===== config.mk =====
export PLATFORM = sky130hd
export DESIGN_NAME = bitmap_cell_allocator_core
export DESIGN_NICKNAME = d
export VERILOG_FILES = /design/src/rtl/bca_pkg.sv /design/src/rtl/bitmap_cell_allocator_core.sv
export SDC_FILE = /design/constraint.sdc
export NUM_CORES = 1
export LEC_CHECK = 0
export CORE_ASPECT_RATIO = 1.2
export CORE_MARGIN = 5
export CORE_UTILIZATION = 65
export DETAILED_ROUTE_END_ITERATION = 8
export DONT_BUFFER_PORTS = 1
export PLACE_DENSITY = 0.91
export SYNTH_ARGS = -nofsm -noshare
export SYNTH_HDL_FRONTEND = slang
export SYNTH_SLANG_ARGS = --single-unit

===== constraint.sdc =====
create_clock -name clk -period 12 [get_ports clk]
set_input_delay 1.2 -clock clk [delete_from_list [all_inputs] [get_ports clk]]
set_output_delay 1.2 -clock clk [all_outputs]
set_load 0.05 [all_outputs]

===== src/rtl/bca_pkg.sv =====
package bca_pkg;

  // Pool geometry
  localparam int MAX_CELLS = 256;
  localparam int WORD_BITS = 16;
  localparam int NUM_WORDS = (MAX_CELLS + WORD_BITS - 1) / WORD_BITS;
  localparam int WORD_AW   = $clog2(NUM_WORDS);
  localparam int BIT_AW    = $clog2(WORD_BITS);

  // Field widths
  localparam int CMD_W    = 2;
  localparam int CELL_W   = 9;
  localparam int BYTES_W  = 13;
  localparam int OFF_W    = 20;
  localparam int STATUS_W = 2;
  localparam int CFG_IDX_W = 1;
  localparam int CFG_DATA_W = 13;
  localparam int IN_W     = 16;
  localparam int OUT_W    = 48;

  // Commands
  localparam logic [CMD_W-1:0] CMD_ACQUIRE = 2'd0;
  localparam logic [CMD_W-1:0] CMD_RELEASE = 2'd1;
  localparam logic [CMD_W-1:0] CMD_QUERY   = 2'd2;

  // Status codes
  localparam logic [STATUS_W-1:0] STAT_OK   = 2'd0;
  localparam logic [STATUS_W-1:0] STAT_FULL = 2'd1;
  localparam logic [STATUS_W-1:0] STAT_BAD  = 2'd2;

  // Register indexes
  localparam logic [CFG_IDX_W-1:0] REG_CELL_LIMIT = 1'd0;
  localparam logic [CFG_IDX_W-1:0] REG_CELL_BYTES = 1'd1;

  typedef enum logic [1:0] {
    ST_IDLE,
    ST_SCAN,
    ST_CELL,
    ST_OUT
  } state_t;

endpackage


===== src/rtl/bitmap_cell_allocator_core.sv =====
// Fixed-cell pool allocator with an occupancy bitmap held in a 16 x 16 memory.
// Input channel s_axis carries one command item (acquire, release, query);
// output channel m_axis returns exactly one result item for each command.
// Configuration is written through cfg_we / cfg_index / cfg_data; the user
// must keep to writing it while idle, as the block does not enforce it.
// Index 0 sets the cell limit, index 1 the cell size in bytes.
// One item is worked on at a time. From input accept to result valid:
//   pool full, invalid cell or unused command: straight to the result;
//   release or query: one bitmap read, check, write back, then the result;
//   acquire: a scan from word 0 up to the word holding the lowest free cell,
//   or to the last word within the limit; one memory word is read per cycle.
// The input is ready again in the cycle after the result is loaded, so the
// next item may be taken while the previous result still waits downstream.
// If the receiver stalls and the output register is full, the finished
// result waits inside until the register is taken.
// Reset (rst, synchronous) clears the per-word valid flags, so every cell
// reads as free at once; no clearing pass is needed. Count goes to zero,
// limit to 256 cells and cell size to 16 bytes.
module bitmap_cell_allocator_core
  import bca_pkg::*;
(
  input  logic                  clk,
  input  logic                  rst,
  input  logic                  cfg_we,
  input  logic [CFG_IDX_W-1:0]  cfg_index,
  input  logic [CFG_DATA_W-1:0] cfg_data,
  input  logic                  s_axis_tvalid,
  output logic                  s_axis_tready,
  // [1:0] cmd, [10:2] cell_number, [15:11] zero
  input  logic [IN_W-1:0]       s_axis_tdata,
  output logic                  m_axis_tvalid,
  input  logic                  m_axis_tready,
  // [1:0] status, [10:2] cell_out, [30:11] byte_offset, [31] occupied,
  // [40:32] used_count, [47:41] zero
  output logic [OUT_W-1:0]      m_axis_tdata
);

  localparam int ZIDX_W = WORD_AW + BIT_AW;

  // Configuration and control registers
  logic [CELL_W-1:0]    cell_limit;
  logic [BYTES_W-1:0]   cell_bytes;
  logic [CELL_W-1:0]    used;
  state_t               state, state_next;

  // Item registers
  logic [CMD_W-1:0]     item_cmd;
  logic [CELL_W-1:0]    item_cell;
  logic [WORD_AW-1:0]   scan_word;
  logic [WORD_AW-1:0]   chk_word;

  // Result registers
  logic [STATUS_W-1:0]  res_status;
  logic [CELL_W-1:0]    res_cell;
  logic                 res_busy;
  logic                 out_valid;

  // Bitmap memory with per-word valid flags
  logic [WORD_BITS-1:0] mem [NUM_WORDS];
  logic [NUM_WORDS-1:0] word_valid;
  logic [WORD_BITS-1:0] mem_rdata;
  logic                 mem_rvalid;
  logic [WORD_BITS-1:0] rword;
  logic [WORD_AW-1:0]   raddr;
  logic                 mem_we;
  logic [WORD_AW-1:0]   waddr;
  logic [WORD_BITS-1:0] wdata;

  // Derived values
  logic [CELL_W-1:0]    lim;
  logic [CELL_W-1:0]    lim_m1;
  logic [WORD_AW-1:0]   last_word;
  logic [CMD_W-1:0]     in_cmd;
  logic [CELL_W-1:0]    in_cell;
  logic [CELL_W-1:0]    in_z;
  logic                 in_valid_cell;
  logic [CELL_W-1:0]    item_z;
  logic                 accept;
  logic                 out_load;
  logic                 hit;
  logic [BIT_AW-1:0]    hit_bit;
  logic                 cell_bit;
  logic [CELL_W-1:0]    off_idx;
  logic [BYTES_W+CELL_W-1:0] prod;

  assign lim       = (cell_limit > CELL_W'(MAX_CELLS)) ? CELL_W'(MAX_CELLS) : cell_limit;
  assign lim_m1    = lim - CELL_W'(1);
  assign last_word = lim_m1[ZIDX_W-1:BIT_AW];

  assign in_cmd        = s_axis_tdata[CMD_W-1:0];
  assign in_cell       = s_axis_tdata[CMD_W+CELL_W-1:CMD_W];
  assign in_z          = in_cell - CELL_W'(1);
  assign in_valid_cell = (in_cell != '0) && (in_cell <= lim);
  assign item_z        = item_cell - CELL_W'(1);

  assign s_axis_tready = (state == ST_IDLE);
  assign accept        = s_axis_tvalid && s_axis_tready;
  assign out_load      = (state == ST_OUT) && (!out_valid || m_axis_tready);
  assign m_axis_tvalid = out_valid;

  // Words never written since reset read as all free
  assign rword    = mem_rvalid ? mem_rdata : '0;
  assign cell_bit = rword[item_z[BIT_AW-1:0]];

  // Find the lowest free cell of the checked word that lies below the limit
  always_comb begin
    hit     = 1'b0;
    hit_bit = '0;
    for (int b = WORD_BITS - 1; b >= 0; b--) begin
      if (!rword[b] && ({1'b0, chk_word, BIT_AW'(b)} < lim)) begin
        hit     = 1'b1;
        hit_bit = BIT_AW'(b);
      end
    end
  end

  // Read address: word of the incoming cell, word 0 for an acquire, or the scan pointer
  always_comb begin
    if (state == ST_SCAN) begin
      raddr = scan_word;
    end else if (in_cmd == CMD_ACQUIRE) begin
      raddr = '0;
    end else begin
      raddr = in_z[ZIDX_W-1:BIT_AW];
    end
  end

  // Write back: set the found bit, or clear a released one
  always_comb begin
    mem_we = 1'b0;
    waddr  = chk_word;
    wdata  = rword | (WORD_BITS'(1) << hit_bit);
    if (state == ST_SCAN) begin
      mem_we = hit;
    end else if (state == ST_CELL) begin
      waddr  = item_z[ZIDX_W-1:BIT_AW];
      wdata  = rword & ~(WORD_BITS'(1) << item_z[BIT_AW-1:0]);
      mem_we = (item_cmd == CMD_RELEASE) && cell_bit;
    end
  end

  // Bitmap memory, one write and one registered read per cycle
  always_ff @(posedge clk) begin
    if (mem_we) begin
      mem[waddr] <= wdata;
    end
    mem_rdata <= mem[raddr];
  end

  always_ff @(posedge clk) begin
    if (rst) begin
      word_valid <= '0;
      mem_rvalid <= 1'b0;
    end else begin
      if (mem_we) begin
        word_valid[waddr] <= 1'b1;
      end
      mem_rvalid <= word_valid[raddr];
    end
  end

  // Configuration registers
  always_ff @(posedge clk) begin
    if (rst) begin
      cell_limit <= CELL_W'(256);
      cell_bytes <= BYTES_W'(16);
    end else if (cfg_we) begin
      case (cfg_index)
        REG_CELL_LIMIT: cell_limit <= cfg_data[CELL_W-1:0];
        REG_CELL_BYTES: cell_bytes <= cfg_data[BYTES_W-1:0];
        default: ;
      endcase
    end
  end

  // Next state
  always_comb begin
    state_next = state;
    case (state)
      ST_IDLE: begin
        if (accept) begin
          if (in_cmd == CMD_ACQUIRE) begin
            state_next = (used >= lim) ? ST_OUT : ST_SCAN;
          end else if ((in_cmd == CMD_RELEASE || in_cmd == CMD_QUERY) && in_valid_cell) begin
            state_next = ST_CELL;
          end else begin
            state_next = ST_OUT;
          end
        end
      end
      ST_SCAN: begin
        if (hit || chk_word == last_word) begin
          state_next = ST_OUT;
        end
      end
      ST_CELL: state_next = ST_OUT;
      ST_OUT: begin
        if (out_load) begin
          state_next = ST_IDLE;
        end
      end
      default: state_next = ST_IDLE;
    endcase
  end

  always_ff @(posedge clk) begin
    if (rst) begin
      state <= ST_IDLE;
    end else begin
      state <= state_next;
    end
  end

  // Occupied count
  always_ff @(posedge clk) begin
    if (rst) begin
      used <= '0;
    end else if (state == ST_SCAN && hit) begin
      used <= used + CELL_W'(1);
    end else if (state == ST_CELL && mem_we && used != '0) begin
      used <= used - CELL_W'(1);
    end
  end

  // Item capture, scan pointers and result
  always_ff @(posedge clk) begin
    case (state)
      ST_IDLE: begin
        item_cmd   <= in_cmd;
        item_cell  <= in_cell;
        scan_word  <= WORD_AW'(1);
        chk_word   <= '0;
        res_cell   <= '0;
        res_busy   <= 1'b0;
        res_status <= (in_cmd == CMD_ACQUIRE) ? STAT_FULL : STAT_BAD;
      end
      ST_SCAN: begin
        scan_word <= scan_word + WORD_AW'(1);
        chk_word  <= chk_word + WORD_AW'(1);
        if (hit) begin
          res_status <= STAT_OK;
          res_cell   <= {1'b0, chk_word, hit_bit} + CELL_W'(1);
          res_busy   <= 1'b1;
        end
      end
      ST_CELL: begin
        if (item_cmd == CMD_QUERY) begin
          res_status <= STAT_OK;
          res_cell   <= item_cell;
          res_busy   <= cell_bit;
        end else if (cell_bit) begin
          res_status <= STAT_OK;
          res_cell   <= item_cell;
        end
      end
      default: ;
    endcase
  end

  // Byte offset of the result cell
  assign off_idx = (res_cell == '0) ? '0 : res_cell - CELL_W'(1);
  assign prod    = cell_bytes * off_idx;

  // Output register: load when empty or being taken, drop when taken
  always_ff @(posedge clk) begin
    if (rst) begin
      out_valid <= 1'b0;
    end else if (out_load) begin
      out_valid <= 1'b1;
    end else if (m_axis_tready) begin
      out_valid <= 1'b0;
    end
  end

  always_ff @(posedge clk) begin
    if (out_load) begin
      m_axis_tdata <= {7'd0, used, res_busy, prod[OFF_W-1:0], res_cell, res_status};
    end
  end

  // Checks
  a_count_bound: assert property (@(posedge clk) disable iff (rst)
    used <= CELL_W'(MAX_CELLS))
    else $error("occupied count above pool size");

  a_one_item: assert property (@(posedge clk) disable iff (rst)
    accept |=> !s_axis_tready)
    else $error("second item taken while one is at work");

  a_write_then_out: assert property (@(posedge clk) disable iff (rst)
    mem_we |=> state == ST_OUT)
    else $error("bitmap written without finishing the item");

  a_write_states: assert property (@(posedge clk) disable iff (rst)
    mem_we |-> (state == ST_SCAN || state == ST_CELL))
    else $error("bitmap written outside scan or cell check");

endmodule


==> impl_metrics.csv, run 1 <==
group,metric,value,unit
outcome,outcome,"finished clean",
synthesis,yosysTopAreaCellShare,0.469,
power,peakVddDrop,0.170,mV
global_route,grt_use_met3,0.0430,
sta,skew,0.0172,ns
drt,viasPerCell,6.59,
final_layout,n_antenna_cell,0,
clock_network,clk-insertion-delay-late,0.55,ns
synthesis,syn_area,0.0210,sq mm
drt,wire_per_inst,25.4,um
critical_path,crit_fanout,13,
global_route,use_met2,0.528,
synthesis,async_flop_share,0,
critical_path,start_kind,"register",
critical_path,crit_arrival,7.63,ns
synthesis,ys.flop_type,"edfxtp_1",
critical_path,crit_required,12.29,ns
sta,rsz0062_at_grt,"false",
clock_network,htree_levels,2,
global_route,grt_pass1_wl,79400,um
synthesis,syn_avg_cell_area,12.9,sq um
synthesis,synthMostInstantiatedCell,"edfxtp_1",
drt,antenna_left,0,
clock_network,clk_pin_slew,0.06,ns
global_route,grt_pass1_vias,13900,
run,drv_cap,0,
critical_path,ff2ff_path_depth,21,
placement,place_congestion,0.955,
clock_network,numClockSinks,395,
final_layout,area_growth_syn_to_layout,8.12,%
drt,drtIter0Drc,1613,
synthesis,netlist_top_cells_count,"edfxtp_1, nand2_1, inv_1",
sta,maxClockFrequency,0.136,GHz
clock_network,cts_inserted_buffers,39,
critical_path,worstSetupPathType,"register to register",
power,power_per_cell_area,245,mW/mm^2
sta,final-setup-viol-count,0,
clock_network,cts_root_buffer,"clkbuf_16",
floorplanning,die-area,0.0360,sq mm
drt,via_count,13500,
sta,finalMaxSlewViolations,0,
clock_network,post_cts_buffers,0,
final_layout,post-route-util,0.708,
clock_network,cts_tree,"yes",
clock_network,hold_buffers,0,
floorplanning,die_y,207,um
sta,finalCriticalPeriod,7.34,ns
synthesis,ys_ff_latch,395,
sta,max_slew_margin,0.0927,
final_layout,fin_nets,1804,
synthesis,yosys_warnings,0,
placement,placedCellCount,1972,
drt,drc,0,
synthesis,ys_types,79,
synthesis,synth_edf_count,328,
drt,first_pass_iters,6,
synthesis,synth-seq-area-share,0.533,
critical_path,endpoint_kind,"register",
worst_hold_path,hp-class,"register to register",
power,p_leak,8.36,nW
synthesis,netlist_instances,1628,
placement,port-buffer-count,0,
clock_network,cts_resized,0,
global_route,antenna_found_initial,0,
global_route,gr-usage-all-layers,0.288,
global_route,grt.busiest_layer,"met2",
sta,worst_pin_slew,1.36,ns
synthesis,synth_top_area_cell,"edfxtp_1",
worst_hold_path,hold_depth,0,
final_layout,final_cells,2044,
floorplanning,coreArea,0.0321,sq mm
floorplanning,fp.dieW,174,um
floorplanning,num_rows,72,
global_route,grt_max_degree,57,
global_route,grt_overflow,0,
sta,tns,0,ns
global_route,grt_use_met1,0.336,
placement,dp_hpwl,33600,um
final_layout,drive_gt1_frac,0.123,
floorplanning,start_util,0.655,
drt,wl,51800,um
sta,finalHoldViolations,0,
clock_network,clockBufferDepth,3,
synthesis,yosys-top-cells-area,"edfxtp_1, mux4_2, fa_1",
floorplanning,pin_count,85,
sta,period_share,0.612,
[cell usage in the layout, fill, tap and decap left out, types with 18 or more instances in the layout]
cell type and n:
xnor2_1 30, nand2_1 192, xor2_1 20, a31oi_1 33, dfxtp_1 67, inv_1 129, buf_4 25, and2_1 81
mux4_2 73, nor2_1 55, edfxtp_1 328, a211oi_1 18, o21ai_0 19, a21oi_1 46, fa_1 78, clkbuf_16 40
ha_1 85, nand3_1 22
[worst max-delay path: stages, from the launching register on]
cell	delay, ns
edfxtp_1	0.46
or4_1	0.61
or4_1	0.61
nor2_1	0.43
nor2_1	0.34
nand2_1	0.21
fa_1	0.46
fa_1	0.53
inv_1	0.05
ha_1	0.27
inv_1	0.05
fa_1	0.59
inv_1	0.06
ha_1	0.28
a21o_1	0.16
a21oi_1	0.30
o21ai_0	0.20
a41o_1	0.31
o41ai_1	0.61
o2111ai_1	0.22
a21o_1	0.23
xnor2_1	0.11
[cell families after synthesis]
group / Yosys count / share of synthesized area
AO/OA/AOI/OAI: 249 / 0.0862
XOR/XNOR: 50 / 0.0209
adder cells (fa/ha/maj): 163 / 0.125
buffers and inverters: 224 / 0.0438
flip-flops: 395 / 0.533
multiplexers: 84 / 0.0838
other: 1 / 0.000179
AND/OR/NAND/NOR: 462 / 0.107
[state kept, by name, summed over array words and instances (netlist names)]
name,cells
res_busy,1
item_cmd,2
mem,256
state,2
m_axis_tvalid,1
m_axis_tdata,41
chk_word,4
scan_word,4
used,9
mem_rdata,16
word_valid,16
mem_rvalid,1
res_cell,9
res_status,2
item_cell,9
cell_limit,9
cell_bytes,13
[through the flow]
step / worst slack (ns) / cell area [sq um] / hold slack [ns] / power, mW
2_1_floorplan: 5.66 / 21000 / 0.400 / 3.70
5_1_grt: 4.24 / 22700 / 0.431 / 5.86
3_3_place_gp: 4.99 / 21400 / 0.409 / 4.17
4_1_cts: 4.69 / 22700 / 0.419 / 5.55
3_5_place_dp: 4.77 / 21400 / 0.411 / 4.28
6_report: 4.66 / 22700 / 0.422 / 5.57
[routing by layer]
| metal | vias to the layer above | share of wire | wire, um |
|---|---|---|---|
| met5 | - | 0 | 0 |
| li1 | 5868 | - | - |
| met4 | 0 | 0.053 | 2770 |
| met1 | 6674 | 0.35 | 18100 |
| met2 | 752 | 0.52 | 27200 |
| met3 | 174 | 0.073 | 3800 |
[power by group]
part           internal, mW  total [mW]  switching, mW
registers              1.82        2.06          0.243
clock network         0.728        1.25          0.520
logic                 0.853        2.26           1.41
[final timing paths]
check | slack (ns) | from | endpoint
hold reg to reg | 0.42 | res_busy | m_axis_tdata[31]
setup reg to reg | 4.66 | res_cell[3] | m_axis_tdata[30]
hold / removal | 0.42 | res_busy | m_axis_tdata[31]
setup / recovery | 4.66 | res_cell[3] | m_axis_tdata[30]
[cell type report]
cell class | instances | area [sq um]
flip-flops and latches | 395 | 11200
repair buffers | 25 | 188
clock inverters | 17 | 200
well taps | 407 | 509
clock buffers | 55 | 1100
multi-input cells | 1015 | 9030
inverters | 130 | 488
fillers | 2040 | 9370
Note: power is estimated with default switching activity, not from simulation.
==> inputs of run 2 (changes only) <==
--- a/config.mk
+++ b/config.mk
@@ -7,10 +7,10 @@
 export LEC_CHECK = 0
 export CORE_ASPECT_RATIO = 1.2
 export CORE_MARGIN = 5
-export CORE_UTILIZATION = 65
+export CORE_UTILIZATION = 58
 export DETAILED_ROUTE_END_ITERATION = 8
 export DONT_BUFFER_PORTS = 1
-export PLACE_DENSITY = 0.91
+export PLACE_DENSITY = 0.86
 export SYNTH_ARGS = -nofsm -noshare
 export SYNTH_HDL_FRONTEND = slang
 export SYNTH_SLANG_ARGS = --single-unit
==> constraint.sdc (replaced) <==
create_clock -name clk -period 6.45 [get_ports clk]
set_input_delay 0.645 -clock clk [delete_from_list [all_inputs] [get_ports clk]]
set_output_delay 0.645 -clock clk [all_outputs]
set_load 0.05 [all_outputs]
==> run 2 against run 1 <==
Clock power up 93%. Total power up 93%. Sequential power up 85%. Count of clock-buffer cells in the layout down 1. Die area up 11%. Non-clock buffer count up 21. Clock skew up 0.015 ns. Worst setup slack worse by 4.6 ns. First-iteration DRC count down 17%. Global-route usage down 3.6 points. Critical path depth down 1.
==> impl_metrics.csv, run 2 (synthesis gave the netlist of run 1 again) <==
group,metric,value,unit
final_layout,mostFrequentLayoutCells,"edfxtp_1, nand2_1, inv_1",
critical_path,start_kind,"register",
floorplanning,die-area,0.0401,sq mm
sta,period_share,0.985,
final_layout,n_antenna_cell,0,
floorplanning,pin_count,85,
final_layout,top_register,"mem",
power,totalPowerFinal,10.7,mW
drt,via_count,13600,
sta,maxClockFrequency,0.157,GHz
placement,port-buffer-count,0,
run,drv_cap,0,
clock_network,clk_pin_slew,0.06,ns
critical_path,slowest_stage,"fa_1",
sta,finalMaxSlewViolations,0,
drt,viasPerCell,6.38,
power,power_per_cell_area,464,mW/mm^2
power,peakVddDrop,0.292,mV
floorplanning,coreArea,0.0358,sq mm
critical_path,critical-path-max-stage-delay,0.62,ns
clock_network,clk-insertion-delay-late,0.57,ns
clock_network,htree_levels,2,
critical_path,reg2reg_to,"m_axis_tdata[30]",
critical_path,rr_startpoint,"res_cell[3]",
placement,dpl-instance-area,0.0216,sq mm
critical_path,path_cells,"or4_4, or4_4, nor2_1, buf_4, nor2_2, buf_4, and2_1, fa_1, fa_1, fa_1, fa_1, ha_4, o21a_1, o21a_1, a41o_1, o41ai_2, buf_4, o2111ai_1, a21o_1, xnor2_1",
critical_path,crit_required,6.74,ns
global_route,grt_overflow,0,
final_layout,largest_reg_flops,256,
drt,antenna_left,0,
global_route,grt_max_degree,69,
drt,drc,0,
global_route,antenna_found_initial,0,
drt,wl,51000,um
clock_network,cts_root_buffer,"clkbuf_16",
sta,finalCriticalPeriod,6.36,ns
critical_path,critPathTopFamily,"adder cells",
worst_hold_path,min_from,"s_axis_tdata[0]",
clock_network,numClockSinks,395,
global_route,grt_pass1_vias,14100,
sta,skew,0.0319,ns
final_layout,fin_nets,1825,
clock_network,hold_buffers,0,
final_layout,drive_gt1_frac,0.145,
outcome,outcome,"finished clean",
floorplanning,die_y,218,um
critical_path,crit_path_frequent_cell,"fa_1",
critical_path,crit_fanout,8,
global_route,gr-usage-all-layers,0.253,
critical_path,worstSetupPathType,"register to register",
worst_hold_path,hold_depth,0,
clock_network,clockBufferDepth,3,
worst_hold_path,hp-class,"primary input to register",
placement,dp_hpwl,33200,um
floorplanning,start_util,0.586,
critical_path,ff2ff_setup_slack,0.09,ns
final_layout,largestRegisters,"mem (256), m_axis_tdata (41)",
placement,placedCellCount,2051,
floorplanning,num_rows,76,
sta,worst_pin_slew,1.30,ns
sta,final-setup-viol-count,0,
drt,wire_per_inst,24.0,um
drt,first_pass_iters,6,
critical_path,endpoint_kind,"register",
critical_path,ff2ff_path_depth,20,
drt,drtIter0Drc,1345,
sta,max_slew_margin,0.127,
clock_network,cts_tree,"yes",
worst_hold_path,whs_endpoint,"item_cmd[0]",
final_layout,area_growth_syn_to_layout,10.2,%
floorplanning,fp.dieW,184,um
global_route,grt_pass1_wl,78400,um
final_layout,final_cells,2126,
placement,place_congestion,0.930,
final_layout,fin_area,0.0231,sq mm
final_layout,final_common_cell,"edfxtp_1",
critical_path,timing.critical_path.buf_inv,3,
power,p_leak,8.52,nW
sta,finalHoldViolations,0,
critical_path,crit_arrival,6.65,ns
clock_network,cts_inserted_buffers,39,
## run 2: cell type report
cell class	instances	area, sq um
multi-input combinational	1015	9130
clock buffer	54	1110
sequential	395	11200
clock inverter	18	251
timing repair buffer	46	370
tap	468	586
inverter	130	488
fill	2409	12700
## run 2: how the worst max path moves through the flow
| stage | startpoint | cells past startpoint | endpoint |
|---|---|---|---|
| after floorplan | res_cell[3] | 20 | m_axis_tdata[30] |
| final | res_cell[3] | 20 | m_axis_tdata[30] |
| after CTS | res_cell[5] | 20 | m_axis_tdata[30] |
| after detailed placement | res_cell[5] | 20 | m_axis_tdata[30] |
| after global routing | res_cell[3] | 20 | m_axis_tdata[30] |
| after global placement | res_cell[3] | 21 | m_axis_tdata[30] |
## run 2: timing repair
action                     4_1_cts  5_1_grt
buffers inserted                 0        3
pin swaps                        0        8
setup endpoints to repair        1        3
gates resized for setup          1       18
## run 2: metal layers
metal,global-route usage,wire length [um]
met1,0.297,17900
met2,0.460,27200
met3,0.0418,3820
met4,0.101,2080
met5,0,0
## run 2: power breakdown
part | total [mW] | internal, mW | switching (mW)
clock network | 2.41 | 1.40 | 1.01
logic | 4.50 | 1.79 | 2.71
registers | 3.81 | 3.38 | 0.434
## run 2: metrics by stage
stage,setup TNS (ns),hold WS (ns),util,worst slack (ns)
floorplan,0,0.400,-,0.105
global placement,0,0.418,0.604,0.188
detailed placement,-0.00640,0.416,0.604,-0.00640
CTS,0,0.146,0.642,0.0486
global route,-0.0465,0.155,0.645,-0.0465
finish,0,0.173,0.645,0.0947
